## config.mk

```make
export PLATFORM = sky130hd
export DESIGN_NAME = preemptive_priority_scheduler_top
export DESIGN_NICKNAME = d
export VERILOG_FILES = /design/src/rtl/core/pps_pkg.sv /design/src/rtl/core/pps_table.sv /design/src/rtl/core/preemptive_priority_scheduler_top.sv
export SDC_FILE = /design/constraint.sdc
export NUM_CORES = 1
export LEC_CHECK = 0
export BUFFER_PORTS_ARGS = -buffer_cell sky130_fd_sc_hd__buf_2
export CORE_AREA = 2 2 227 229
export DETAILED_ROUTE_END_ITERATION = 6
export DIE_AREA = 0 0 229 231
export PLACE_DENSITY = 0.71
export SYNTH_ARGS = -nofsm -noshare
export SYNTH_HDL_FRONTEND = slang
export SYNTH_SLANG_ARGS = --single-unit
```

## constraint.sdc

```tcl
create_clock -name clk -period 14.5 [get_ports clk]
set_input_delay 0.725 -clock clk [delete_from_list [all_inputs] [get_ports clk]]
set_output_delay 0.725 -clock clk [all_outputs]
set_load 0.02 [all_outputs]
```

## src/rtl/core/pps_pkg.sv

```systemverilog
`default_nettype none
// ----------------------------------------------------------------------------
// pps_pkg
// Task record, field widths and helpers shared by the scheduler core and its
// ready table.
// ----------------------------------------------------------------------------
package pps_pkg;

	localparam int ID_W   = 8;
	localparam int PRIO_W = 8;
	localparam int LEFT_W = 16;
	localparam int TASK_W = ID_W + PRIO_W + LEFT_W;

	// stream payload widths
	localparam int IN_DATA_W  = 32;
	localparam int OUT_DATA_W = 32;
	localparam int OUT_USED_W = 1 + ID_W + LEFT_W + 1;

	// function codes carried in tuser
	localparam logic FUNC_TICK   = 1'b0;
	localparam logic FUNC_ARRIVE = 1'b1;

	typedef struct packed {
		logic [ID_W-1:0]   id;
		logic [PRIO_W-1:0] prio;
		logic [LEFT_W-1:0] left;
	} task_t;

	// saturating decrement of remaining ticks
	function automatic task_t dec_left(input task_t t);
		task_t r;
		r = t;
		if (t.left != '0) begin
			r.left = t.left - LEFT_W'(1);
		end
		return r;
	endfunction

endpackage
`default_nettype wire

```

## src/rtl/core/pps_table.sv

```systemverilog
`default_nettype none
// ----------------------------------------------------------------------------
// pps_table
// Ready table storage: one write port, one read port with registered data.
// ----------------------------------------------------------------------------
module pps_table import pps_pkg::*; #(
	parameter int DEPTH = 16,
	parameter int AW    = 4
) (
	input  wire logic          clk,
	input  wire logic          we,
	input  wire logic [AW-1:0] waddr,
	input  wire task_t         wdata,
	input  wire logic [AW-1:0] raddr,
	output task_t              rdata
);

	task_t mem [DEPTH];

	always_ff @(posedge clk) begin
		if (we) begin
			mem[waddr] <= wdata;
		end
	end

	always_ff @(posedge clk) begin
		rdata <= mem[raddr];
	end

endmodule
`default_nettype wire

```

## src/rtl/core/preemptive_priority_scheduler_top.sv

```systemverilog
`default_nettype none
// ----------------------------------------------------------------------------
// preemptive_priority_scheduler_top
// Preemptive priority scheduler with a ready table scanned one entry a cycle.
// ----------------------------------------------------------------------------
//  channel   | dir | tdata (low bit up)                        | tuser
//  s_axis    | in  | task_id[7:0] task_priority[15:8] run_time  | func
//  m_axis    | out | running_valid running_id running_left ovf  | -
//
//  Arrival, or tick that needs no table pull: accept, then emit.
//  Tick that pulls from the table: all ready entries are scanned through the
//  single read port, entries above the winner are shifted down one slot
//  (compaction), then the result is emitted.
//  Reset clears run state and the entry count; table contents need no clear.
//  One item at a time; a finished result waits in the output register while
//  the next item is taken, and the emit step waits while that register is full.
// ----------------------------------------------------------------------------
module preemptive_priority_scheduler_top import pps_pkg::*; #(
	parameter int READY_SLOTS = 16
) (
	input  wire logic                  clk,
	input  wire logic                  arst_n,
	input  wire logic                  s_axis_tvalid,
	output logic                       s_axis_tready,
	input  wire logic [IN_DATA_W-1:0]  s_axis_tdata,  // task_id, task_priority, run_time
	input  wire logic                  s_axis_tuser,  // func
	output logic                       m_axis_tvalid,
	input  wire logic                  m_axis_tready,
	output logic [OUT_DATA_W-1:0]      m_axis_tdata   // running_valid, running_id,
	                                                  // running_left, overflow
);

	localparam int CW = $clog2(READY_SLOTS + 1);
	localparam int IW = $clog2(READY_SLOTS);
	localparam logic [CW-1:0] SLOTS_C = CW'(READY_SLOTS);

	typedef enum logic [1:0] {ST_IDLE, ST_SCAN, ST_SHIFT, ST_EMIT} state_t;

	state_t          state_q;
	logic            run_valid_q;
	task_t           run_q;
	logic [CW-1:0]   cnt_q;
	logic            ovf_q;
	logic [CW-1:0]   rd_idx_q;
	logic            pv_q;
	logic [IW-1:0]   cmp_idx_q;
	task_t           best_q;
	logic [IW-1:0]   best_idx_q;

	task_t           newcomer;
	task_t           rd_data;
	logic            accept;
	logic            preempt;
	logic            issue;
	logic            take;
	task_t           best_nx;
	logic [IW-1:0]   best_idx_nx;
	logic            scan_last;
	logic            mem_we;
	logic [IW-1:0]   mem_wa;
	task_t           mem_wd;

	assign s_axis_tready = (state_q == ST_IDLE);
	assign accept        = s_axis_tvalid && s_axis_tready;
	assign newcomer      = task_t'({s_axis_tdata[ID_W-1:0],
		s_axis_tdata[ID_W+PRIO_W-1:ID_W], s_axis_tdata[TASK_W-1:ID_W+PRIO_W]});
	assign preempt       = run_valid_q && (newcomer.prio > run_q.prio);

	// shared compare unit
	assign issue       = rd_idx_q < cnt_q;
	assign take        = (cmp_idx_q == '0) || (rd_data.prio > best_q.prio);
	assign best_nx     = take ? rd_data : best_q;
	assign best_idx_nx = take ? cmp_idx_q : best_idx_q;
	assign scan_last   = pv_q && ((CW'(cmp_idx_q) + CW'(1)) == cnt_q);

	always_comb begin
		mem_we = 1'b0;
		mem_wa = cnt_q[IW-1:0];
		mem_wd = newcomer;
		if (state_q == ST_IDLE && accept && s_axis_tuser == FUNC_ARRIVE &&
			cnt_q != SLOTS_C) begin
			mem_we = 1'b1;
			mem_wd = preempt ? run_q : newcomer;
		end else if (state_q == ST_SHIFT && pv_q) begin
			mem_we = 1'b1;
			mem_wa = cmp_idx_q - IW'(1);
			mem_wd = rd_data;
		end
	end

	pps_table #(
		.DEPTH (READY_SLOTS),
		.AW    (IW)
	) u_table (
		.clk   (clk),
		.we    (mem_we),
		.waddr (mem_wa),
		.wdata (mem_wd),
		.raddr (rd_idx_q[IW-1:0]),
		.rdata (rd_data)
	);

	always_ff @(posedge clk or negedge arst_n) begin
		if (!arst_n) begin
			state_q       <= ST_IDLE;
			run_valid_q   <= 1'b0;
			run_q         <= '0;
			cnt_q         <= '0;
			ovf_q         <= 1'b0;
			rd_idx_q      <= '0;
			pv_q          <= 1'b0;
			cmp_idx_q     <= '0;
			best_q        <= '0;
			best_idx_q    <= '0;
			m_axis_tvalid <= 1'b0;
			m_axis_tdata  <= '0;
		end else begin
			if (m_axis_tvalid && m_axis_tready && state_q != ST_EMIT) begin
				m_axis_tvalid <= 1'b0;
			end
			case (state_q)
				ST_IDLE: begin
					if (accept) begin
						ovf_q <= (s_axis_tuser == FUNC_ARRIVE) && (cnt_q == SLOTS_C);
						if (s_axis_tuser == FUNC_ARRIVE) begin
							if (cnt_q != SLOTS_C) begin
								cnt_q <= cnt_q + CW'(1);
								if (preempt) begin
									run_q <= newcomer;
								end
							end
							state_q <= ST_EMIT;
						end else if (run_valid_q && run_q.left != '0) begin
							run_q   <= dec_left(run_q);
							state_q <= ST_EMIT;
						end else if (cnt_q != '0) begin
							rd_idx_q <= '0;
							pv_q     <= 1'b0;
							state_q  <= ST_SCAN;
						end else begin
							run_valid_q <= 1'b0;
							run_q       <= '0;
							state_q     <= ST_EMIT;
						end
					end
				end
				ST_SCAN: begin
					cmp_idx_q <= rd_idx_q[IW-1:0];
					if (pv_q) begin
						best_q     <= best_nx;
						best_idx_q <= best_idx_nx;
					end
					if (scan_last) begin
						rd_idx_q <= CW'(best_idx_nx) + CW'(1);
						pv_q     <= 1'b0;
						state_q  <= ST_SHIFT;
					end else begin
						rd_idx_q <= rd_idx_q + CW'(issue);
						pv_q     <= issue;
					end
				end
				ST_SHIFT: begin
					rd_idx_q  <= rd_idx_q + CW'(issue);
					pv_q      <= issue;
					cmp_idx_q <= rd_idx_q[IW-1:0];
					if (!issue && !pv_q) begin
						cnt_q       <= cnt_q - CW'(1);
						run_q       <= dec_left(best_q);
						run_valid_q <= 1'b1;
						state_q     <= ST_EMIT;
					end
				end
				ST_EMIT: begin
					if (!m_axis_tvalid || m_axis_tready) begin
						m_axis_tvalid <= 1'b1;
						m_axis_tdata  <= {
							(OUT_DATA_W - OUT_USED_W)'(0),
							ovf_q,
							run_valid_q ? run_q.left : LEFT_W'(0),
							run_valid_q ? run_q.id : ID_W'(0),
							run_valid_q
						};
						state_q <= ST_IDLE;
					end
				end
				default: begin
					state_q <= ST_IDLE;
				end
			endcase
		end
	end

	a_cnt_bound: assert property (@(posedge clk) disable iff (!arst_n)
		cnt_q <= SLOTS_C)
		else $error("ready count above table size");

	a_cnt_step: assert property (@(posedge clk) disable iff (!arst_n)
		##1 (cnt_q == $past(cnt_q) || cnt_q == $past(cnt_q) + CW'(1) ||
		cnt_q + CW'(1) == $past(cnt_q)))
		else $error("ready count moved by more than one");

	a_scan_nonempty: assert property (@(posedge clk) disable iff (!arst_n)
		(state_q == ST_SCAN || state_q == ST_SHIFT) |-> cnt_q != '0)
		else $error("table walk with empty table");

	a_shift_wr: assert property (@(posedge clk) disable iff (!arst_n)
		(state_q == ST_SHIFT && pv_q) |-> (cmp_idx_q != '0 &&
		CW'(cmp_idx_q) < cnt_q))
		else $error("compaction write out of range");

endmodule
`default_nettype wire
```

==> summary.txt, run 1 <==
Global routing
  – Remaining Overflow, GRT: 0
  – Largest net degree at the start of global routing: 116
  – Vias in the first global route: 15.1k
  – First-pass GRT wire length: 94,400 um
  – Tot GR Track Use: 24.0%
  – Initial antenna violation count: 0

Yosys
  – Sequential-to-total area share from yosys stat: 68.9%
  – FFs w/ async S/R, synth: 17.3%
  – Synth warn: 0
  – Mapped Area: 27,400 um^2
  – Synth top area cells: edfxtp_1 (56%), mux4_2 (13%), dfrtp_1 (10%)
  – Post-synth top area share: 56.1%
  – Largest area contributor in the netlist: edfxtp_1
  – Post-synthesis cell count: 1,613
  – Syn Area/Cell: 17.0 um^2
  – Post-synth EDFFs: 512
  – Synth unique cells: 72
  – Yosys reg bits: 658
  – Synth Flop Type: edfxtp_1

Finish
  – Commonest non-fill, non-tap cell in the layout: edfxtp_1
  – # nets final: 1,747
  – Layout cells sized above 1: 25.2%
  – Antenna cells: 0
  – # fillers: 3,676
  – Final core occ: 60.4%
  – Area growth syn-to-layout: 11.8%
  – Most frequent cells in the layout: edfxtp_1 (512), mux4_2 (160), dfrtp_1 (110)

Clock network
  – Worst-path clk slew: 0.06 ns
  – Clock latency on the worst-skew pair: 0.60 ns
  – H-tree levels: 3
  – CTS sink count: 658
  – CTS tree: yes
  – # resized after CTS: 0
  – Post-cts hold buffer count: 0
  – CTS Buffer Depth: 3
  – Clk root buf: clkbuf_16
  – Total CTS buffers: 66
  – Post-CTS setup buffers: 0

Timing
  – Slew @ Worst Pin: 1.33 ns
  – Slew headroom: 11.2%
  – RSZ-0062 raised after global routing: no
  – Final min period: 5.39 ns
  – Hold WS: 0.145 ns
  – Final setup skew: 0.0213 ns
  – Total Negative Setup Slacks: 0 ns
  – Final setup viols: 0
  – Slew Viols, Final: 0
  – Max Freq: 185 MHz
  – Period utilization: 37.2%
  – Final hold vios: 0

Job
  – Max capacitance violation total: 0

Power
  – Pwr/cell area: 192 nW/um^2
  – Max VDD drop: 0.000104 V
  – P_leak: 10.5 nW

Drt
  – DR iter-0 viols: 1,643
  – Overall via count from detail_route: 15.1k
  – ANT nets after route: 0
  – Via/cell ratio: 6.25
  – Final routed DRC violation total: 0
  – Final wirelength: 61,900 um
  – First-pass iteration count of the detailed router: 5
  – DR WL/cell: 25.7 um

Setup path
  – CP arrival: 5.60 ns
  – Critical Path, Cell by Cell: inv_1 -> ha_2 -> nand2_1 -> or2_2 -> a21oi_1 -> nand2_1 -> nor2_4
  – Crit-path max cell delay: 1.03 ns
  – Worst path most repeated cell: nand2_1
  – Worst setup path start: state_q[0]$_DFFE_PN0P_
  – Critical path capture point type: register
  – Critical path launch point type: register
  – RR Startpoint: state_q[0]$_DFFE_PN0P_
  – Critical Path RT: 14.70 ns
  – Crit path max fanout: 48
  – Critical path class: register to register
  – CP max stage cell: nor2_4

Place
  – Routability Congestion: 0.889
  – IO buf count: 64
  – Final HPWL DP: 36,600 um

Floorplanning
  – Core area: 50,700 um^2
  – Vert. Die Dim: 231 um
  – Die ar.: 52,900 um^2
  – Initial core utilization: 54.0%
  – Die Span X: 229 um
  – Rows: 83
  – Ports: 71

Hold path
  – Hold WC Path Type: input pin to asynchronous set/reset pin

Outcome
  – Status: finished clean
[Yosys cell counts (all sizes together), types with 5 or more instances]
| cell type | instances |
|---|---|
| o31ai | 6 |
| mux4 | 160 |
| xnor2 | 14 |
| or3 | 14 |
| a22oi | 7 |
| mux2i | 12 |
| o41ai | 7 |
| buf | 27 |
| nor2 | 23 |
| edfxtp | 512 |
| and2 | 8 |
| o21ai | 51 |
| inv | 86 |
| a221oi | 8 |
| nand3 | 11 |
| o22ai | 34 |
| or4 | 7 |
| mux2 | 49 |
| dfxtp | 32 |
| dfrtp | 114 |
| a211oi | 7 |
| nor3b | 11 |
| nor4b | 7 |
| xor2 | 9 |
| o211ai | 5 |
| a21oi | 63 |
| nand2 | 94 |
| nor2b | 8 |
| ha | 34 |
| a211o | 8 |
| nand2b | 6 |
| nor3 | 20 |
| clkbuf | 75 |
| a21o | 8 |
| a31oi | 17 |
| a22o | 10 |
| nor4 | 10 |
| a31o | 5 |
[logic make-up after synthesis]
group,after synthesis,synth area share [%]
adders and majority gates,35,1.63
buffers and inverters,189,2.75
DFF,658,68.9
and+or+nand+nor,233,4.34
AOI/OAI and AO/OA,253,6.00
xor gates and xnor gates,23,0.736
other,1,0.0137
muxes,221,15.7
[final timing paths]
kind | cells after the start | slack (ns) | endpoint
worst min-delay path | 1 | 0.14 | run_q[4]$_DFFE_PN0P_
worst max register to register | 7 | 9.11 | u_table.mem[2][15]$_DFFE_PP_
worst max-delay path | 7 | 9.11 | u_table.mem[2][15]$_DFFE_PP_
min in group clk | 3 | 0.44 | m_axis_tvalid$_DFF_PN0_
worst min register to register | 2 | 0.47 | m_axis_tdata[3]$_DFFE_PN0P_
max in group asynchronous | 2 | 12.95 | rd_idx_q[0]$_DFFE_PN0P_
[flip-flops by register name (all words and copies together), names as in the netlist]
| name | cells |
|---|---|
| ovf_q | 1 |
| state_q | 2 |
| best_idx_q | 4 |
| u_table.mem | 512 |
| m_axis_tdata | 26 |
| run_valid_q | 1 |
| u_table.rdata | 32 |
| m_axis_tvalid | 1 |
| pv_q | 1 |
| run_q | 32 |
| cmp_idx_q | 4 |
| rd_idx_q | 5 |
| cnt_q | 5 |
| best_q | 32 |
[final cells by class]
class / count / area, um^2 / area share [%]
sequential: 658 / 18900 / 61.6
multi-input combinational: 771 / 7900 / 25.8
tap: 680 / 851 / 2.78
inverter: 87 / 327 / 1.07
clock inverter: 35 / 342 / 1.12
timing repair buffer: 91 / 538 / 1.76
clock buffer: 87 / 1790 / 5.85
[layer usage]
| layer | global-route usage [%] | part of all wire [%] |
|---|---|---|
| met1 | 33.9 | 41 |
| met2 | 37.7 | 47 |
| met3 | 5.84 | 9.8 |
| met4 | 6.82 | 2.0 |
| met5 | 0 | 0 |
[worst max-delay path, delay by kind of cell (launching register included)]
kind / cells / cell delay (ns)
adder cells (fa/ha/maj): 1 / 0.86
buffers and inverters: 1 / 0.12
AND/OR/NAND/NOR: 4 / 2.58
AO/OA/AOI/OAI: 1 / 1.02
flip-flops: 1 / 0.40
[power by group]
group	total (mW)	switching (mW)	internal (mW)
logic	1.59	0.921	0.671
registers	2.62	0.236	2.38
clock network	1.68	0.711	0.969
[through the flow]
step / instance area, um^2 / total power [mW] / std cells / setup slack [ns]
floorplan: 27400 / 3.75 / 1618 / 9.43
global placement: 28500 / 4.19 / 2287 / 9.33
detailed placement: 28500 / 4.23 / 2287 / 9.14
CTS: 30600 / 5.91 / 2409 / 9.12
global route: 30600 / 6.16 / 2409 / 8.72
finish: 30600 / 5.89 / 2409 / 9.11
Note: power is estimated with default switching activity, not from simulation.
==> run 2, diff against run 1 <==
==> constraint.sdc (replaced) <==
create_clock -name clk -period 5.1 [get_ports clk]
set_input_delay 0.255 -clock clk [delete_from_list [all_inputs] [get_ports clk]]
set_output_delay 0.255 -clock clk [all_outputs]
set_load 0.02 [all_outputs]
==> run 2 against run 1 <==
Compared with the run above: first-iteration DRC count up 18%; worst setup slack worse by 8.5 ns; die area unchanged; highest routed layer unchanged.
==> summary.txt, run 2 (same netlist as run 1, synthesis figures left out) <==
Floorplanning
  – Die ar.: 52,900 um^2
  – Die Span X: 229 um
  – Vert. Die Dim: 231 um
  – Ports: 71
  – Core area: 50,700 um^2
  – Initial core utilization: 54.0%
  – Rows: 83

Timing
  – Total Negative Setup Slacks: 0 ns
  – RSZ-0062 raised after global routing: no
  – Slew Viols, Final: 0
  – PnR worst setup slack: 0.613 ns
  – Slew @ Worst Pin: 1.26 ns
  – Final setup viols: 0
  – Slew headroom: 16.0%
  – Max Freq: 223 MHz
  – Final hold vios: 0
  – Final min period: 4.49 ns
  – Period utilization: 88.0%
  – Final setup skew: 0.0258 ns

Power
  – Max VDD drop: 0.000307 V
  – Pwr/cell area: 543 nW/um^2
  – P_leak: 10.5 nW
  – Total power: 16.7 mW

Outcome
  – Status: finished clean

Setup path
  – Critical path launch point type: register
  – Setup slack, reg-to-reg: 0.61 ns
  – Critical Path, Cell by Cell: inv_1 -> ha_1 -> nand3_1 -> a21oi_1 -> nand3b_1 -> and2_1 -> buf_4 -> a21oi_1
  – Delay-heaviest family, CP: compound AO/OA/AOI/OAI gates
  – Crit-path max cell delay: 1.05 ns
  – Critical Path RT: 5.31 ns
  – CP bufs+invs: 2
  – Worst path most repeated cell: a21oi_1
  – Worst path depth: 8
  – Critical path class: register to register
  – CP arrival: 4.70 ns
  – CP max stage cell: a21oi_1
  – Worst reg2reg endpoint: u_table.mem[15][16]$_DFFE_PP_
  – R2R depth: 8
  – Critical path capture point type: register
  – RR Startpoint: state_q[0]$_DFFE_PN0P_
  – Worst setup path start: state_q[0]$_DFFE_PN0P_
  – Crit path max fanout: 32

Drt
  – Via/cell ratio: 6.38
  – Final wirelength: 65,500 um
  – DR iter-0 viols: 1,936
  – DR WL/cell: 27.0 um
  – First-pass iteration count of the detailed router: 5
  – Final routed DRC violation total: 0
  – ANT nets after route: 0
  – Overall via count from detail_route: 15.4k

Finish
  – # fillers: 3,668
  – Finished Cell Area: 30,700 um^2
  – Largest register by flop count: u_table.mem
  – Area growth syn-to-layout: 12.2%
  – Layout cells sized above 1: 25.2%
  – Final core occ: 60.6%
  – Most frequent cells in the layout: edfxtp_1 (512), mux4_2 (160), dfrtp_1 (110)
  – Antenna cells: 0
  – Max reg flops: 512
  – Commonest non-fill, non-tap cell in the layout: edfxtp_1
  – # nets final: 1,764
  – Storage cell area: 18,900 um^2
  – Area of the multi-input gates: 7890 um^2

Clock network
  – Clk root buf: clkbuf_16
  – CTS sink count: 658
  – Clock latency on the worst-skew pair: 0.59 ns
  – Post-CTS setup buffers: 0
  – Post-cts hold buffer count: 3
  – CTS Buffer Depth: 3
  – Worst-path clk slew: 0.06 ns
  – # resized after CTS: 0
  – H-tree levels: 3
  – Total CTS buffers: 66
  – CTS tree: yes

Job
  – Max capacitance violation total: 0

Place
  – Final HPWL DP: 38,300 um
  – Dpl ws: 0.758 ns
  – Placed Area: 28,600 um^2
  – IO buf count: 64
  – Routability Congestion: 0.892

Hold path
  – Hold Path End: run_q[0]$_DFFE_PN0P_
  – Hold WC Path Type: input pin to register
  – Hold_sp: s_axis_tdata[16]
  – Hold depth: 3

Global routing
  – First-pass GRT wire length: 98,300 um
  – Remaining Overflow, GRT: 0
  – Vias in the first global route: 15.3k
  – Initial antenna violation count: 0
  – Tot GR Track Use: 25.2%
  – Largest net degree at the start of global routing: 78
## run 2: cell types whose count changed in the layout (fill, tap and decap cells not counted), moves of 3 or more
cell / before / now
inv_6: 6 / 2
clkbuf_16: 66 / 69
clkinvlp_4: 4 / 1
buf_4: 27 / 39
dlygate4sd3_1: 0 / 3
clkbuf_1: 15 / 20
## run 2: worst max-delay path by stage
stage / slack [ns] / end
2_1_floorplan: 0.03 / u_table.mem[7][0]$_DFFE_PP_
3_3_place_gp: 0.87 / u_table.mem[5][16]$_DFFE_PP_
3_5_place_dp: 0.76 / u_table.mem[5][28]$_DFFE_PP_
4_1_cts: 0.72 / u_table.mem[1][28]$_DFFE_PP_
5_1_grt: 0.30 / u_table.mem[3][16]$_DFFE_PP_
6_report: 0.61 / u_table.mem[15][16]$_DFFE_PP_
## run 2: per-stage QoR
stage	hold WS [ns]	cells
6_report	0.0497	2423
5_1_grt	0.0563	2423
4_1_cts	0.0239	2423
3_5_place_dp	0.468	2301
3_3_place_gp	0.460	2301
2_1_floorplan	-0.0406	1618
## run 2: layer usage
metal | vias to the layer above | routed length [um] | global-route usage (%)
met1 | 8017 | 26500 | 36.7
li1 | 6513 | - | -
met5 | - | 0 | 0
met3 | 100 | 6460 | 4.24
met4 | 0 | 1430 | 7.31
met2 | 817 | 31200 | 39.7
## run 2: layout make-up
cell class | instances | share of cell area (%)
Multi-Input combinational cell | 771 | 25.7
Clock buffer | 93 | 6.04
Sequential cell | 658 | 61.4
Clock inverter | 26 | 0.717
Tap cell | 680 | 2.77
Inverter | 87 | 1.06
Timing Repair Buffer | 108 | 2.27
## run 2: power breakdown
| part | switching (mW) | internal, mW | total [mW] |
|---|---|---|---|
| Combinational | 2.58 | 1.93 | 4.50 |
| Sequential | 0.747 | 6.76 | 7.51 |
| Clock | 1.96 | 2.70 | 4.67 |
| Total | 5.29 | 11.4 | 16.7 |
## run 2: worst reg2reg max path, delay by kind of cell, from the launching register on
| kind | cells | cell delay, ns |
|---|---|---|
| compound gates | 2 | 1.69 |
| simple gates | 3 | 1.21 |
| buf+inv | 2 | 0.42 |
| flops | 1 | 0.40 |
| fa+ha+maj | 1 | 0.38 |
==> run 3, diff against run 2 <==
--- a/config.mk
+++ b/config.mk
@@ -6,10 +6,12 @@
 export NUM_CORES = 1
 export LEC_CHECK = 0
 export BUFFER_PORTS_ARGS = -buffer_cell sky130_fd_sc_hd__buf_2
-export CORE_AREA = 2 2 227 229
+export CORE_AREA = 2 2 226 228
+export CTS_BUF_LIST = sky130_fd_sc_hd__clkbuf_4
 export DETAILED_ROUTE_END_ITERATION = 6
-export DIE_AREA = 0 0 229 231
+export DIE_AREA = 0 0 228 230
 export PLACE_DENSITY = 0.71
 export SYNTH_ARGS = -nofsm -noshare
 export SYNTH_HDL_FRONTEND = slang
+export SYNTH_HIERARCHICAL = 1
 export SYNTH_SLANG_ARGS = --single-unit
==> run 3 against run 2 <==
Compared with the run above: non-clock buffer count increased by 33; sequential power down 1%; worst setup slack lost 0.085 ns; sequential share of layout area shrank 0.17 points; fmax is 1.9% lower; clock skew grew 0.045 ns; sequential cell count stayed put; highest routed layer unchanged.
==> summary.txt, run 3 <==
Outcome
  – Status: finished clean

Timing
  – Final setup viols: 0
  – Final hold vios: 0
  – Period utilization: 89.7%
  – Final setup skew: 0.0704 ns
  – Final min period: 4.57 ns
  – Max Freq: 219 MHz
  – Total Negative Setup Slacks: 0 ns
  – Slew Viols, Final: 0
  – Slew @ Worst Pin: 1.29 ns
  – Slew headroom: 13.7%
  – PnR worst setup slack: 0.527 ns
  – Hold WS: 0.260 ns
  – RSZ-0062 raised after global routing: no

Place
  – Final HPWL DP: 36,800 um
  – IO buf count: 64
  – Dpl ws: 0.657 ns
  – Routability Congestion: 0.887
  – Total placed cells including tap cells: 2,353

Yosys
  – Compound-gate portion of the synthesized area: 7.78%
  – FFs w/ async S/R, synth: 17.3%
  – Post-synth top cells: edfxtp_1 (512), mux4_2 (128), nand2_1 (127), dfrtp_1 (114), a22oi_1 (82)
  – Mux contribution to synthesized area: 12.6%
  – Synth Flop Type: edfxtp_1
  – Synth warn: 6
  – Synth unique cells: 66
  – Sequential-to-total area share from yosys stat: 69.4%
  – Post-synthesis cell count: 1,675
  – Post-synth top area share: 56.6%
  – Mapped Area: 27,200 um^2
  – Yosys reg bits: 658
  – XOR/XNOR Fraction of Synth Area: 0.709%
  – Fraction of the mapped netlist area in simple logic gates: 5.16%
  – Post-synth EDFFs: 512
  – Adder-cell share of the synthesized area: 1.64%
  – Synth top area cells: edfxtp_1 (57%), mux4_2 (11%), dfrtp_1 (10%)
  – Largest area contributor in the netlist: edfxtp_1
  – Most instantiated library cell after synthesis: edfxtp_1
  – Syn Area/Cell: 16.2 um^2
  – Largest family of logic cells by synthesized area: multiplexers

Drt
  – Via/cell ratio: 6.02
  – DR iter-0 viols: 1,842
  – DR WL/cell: 23.7 um
  – Met3 wire len: 5970 um
  – Final wirelength: 63,300 um
  – WL met2: 29,800 um
  – ANT nets after route: 0
  – Final routed DRC violation total: 0
  – Overall via count from detail_route: 16.1k
  – Met1 WL: 26,500 um
  – Max layer used: met4
  – First-pass iteration count of the detailed router: 6

Clock network
  – Clock latency on the worst-skew pair: 0.89 ns
  – CTS Buffer Depth: 3
  – Post-CTS setup buffers: 0
  – CTS tree: yes
  – Clk root buf: clkbuf_4
  – Total CTS buffers: 157
  – # resized after CTS: 0
  – H-tree levels: 4
  – Worst-path clk slew: 0.07 ns
  – Post-cts hold buffer count: 42
  – CTS sink count: 658

Setup path
  – Critical Path RT: 5.60 ns
  – CP arrival: 5.07 ns
  – Critical path class: register to register
  – Critical path launch point type: register
  – Critical path capture point type: register
  – Crit path max fanout: 23
  – Setup slack, reg-to-reg: 0.53 ns

Job
  – Max capacitance violation total: 0

Floorplanning
  – Rows: 82
  – Initial core utilization: 54.5%
  – Die ar.: 52,400 um^2
  – Vert. Die Dim: 230 um
  – Ports: 71
  – Die Span X: 228 um
  – Core area: 49,900 um^2

Global routing
  – Remaining Overflow, GRT: 0
  – First-pass GRT wire length: 96,400 um
  – Vias in the first global route: 16.2k
  – Initial antenna violation count: 2
  – Largest net degree at the start of global routing: 98
  – Tot GR Track Use: 24.6%

Power
  – Max VDD drop: 0.000264 V
  – Total power: 16.0 mW
  – Pwr/cell area: 521 nW/um^2
  – P_leak: 10.9 nW

Finish
  – Layout cells sized above 1: 29.2%
  – Max reg flops: 512
  – Largest register by flop count: u_table/mem
  – Area growth syn-to-layout: 13.3%
  – Non-filler instance count after layout: 2,673
  – Most frequent cells in the layout: edfxtp_1 (512), clkbuf_4 (236), mux4_2 (128)
  – # nets final: 1,954
  – Commonest non-fill, non-tap cell in the layout: edfxtp_1

Hold path
  – Hold WC Path Type: input pin to register
## run 3: cell types whose count changed in the layout (fill, tap and decap cells not counted), moves of 32 or more
cell / change
nand2_1: +34
clkbuf_16: -69
dlygate4sd3_1: +38
a22oi_1: +75
clkbuf_4: +236
mux4_2: -32
## run 3: through the flow
stage,util [%],area [um^2]
floorplan,-,27200
global placement,56.8,28300
detailed placement,56.8,28300
CTS,61.8,30800
global route,61.8,30800
finish,61.8,30800
## run 3: worst max-delay path: stages (launching register included)
cell and delay, ns:
dfrtp_1 0.47, nor4_1 0.41, nand2_1 0.18, nand4_1 0.17, nand3_2 0.44, o21ai_0 0.96, nand2_1 0.49, nor2_4 0.57
buf_4 0.47
## run 3: metal layers
layer  GRT usage (%)  vias up
li1                -     7075
met1            35.0     8165
met2            37.7      776
met3            5.62       87
met4            8.39        0
met5               0        -
## run 3: path summary, 6_finish.rpt
check	start	end	cells past startpoint
min in group asynchronous	arst_n	rd_idx_q[1]$_DFFE_PN0P_	4
setup / recovery	cnt_q[0]$_DFFE_PN0P_	u_table/mem[7][25]$_DFFE_PP_	8
max in group asynchronous	arst_n	rd_idx_q[0]$_DFFE_PN0P_	4
setup reg to reg	cnt_q[0]$_DFFE_PN0P_	u_table/mem[7][25]$_DFFE_PP_	8
hold reg to reg	u_table/rdata[13]$_DFF_P_	best_q[13]$_DFFE_PN0P_	1
hold / removal	m_axis_tready	m_axis_tvalid$_DFF_PN0_	4
## run 3: power by group
part	internal (mW)	switching, mW
logic	1.79	2.52
registers	6.70	0.727
clock network	2.31	1.99
total	10.8	5.24
## run 3: cell type report
class	instances	area (um^2)
Antenna cell	1	2.50
Clock buffer	236	1770
Clock inverter	41	269
Fill cell	3685	19100
Inverter	71	267
Multi-Input combinational cell	853	7740
Sequential cell	658	18900
Tap cell	672	841
Timing Repair Buffer	141	1040
## run 3: cells by family after synthesis
kind of cell,count (synthesis)
xor+xnor,22
simple gates,291
compound gates,323
other cells,1
fa+ha+maj,35
mux,176
flops,658
buf+inv,169
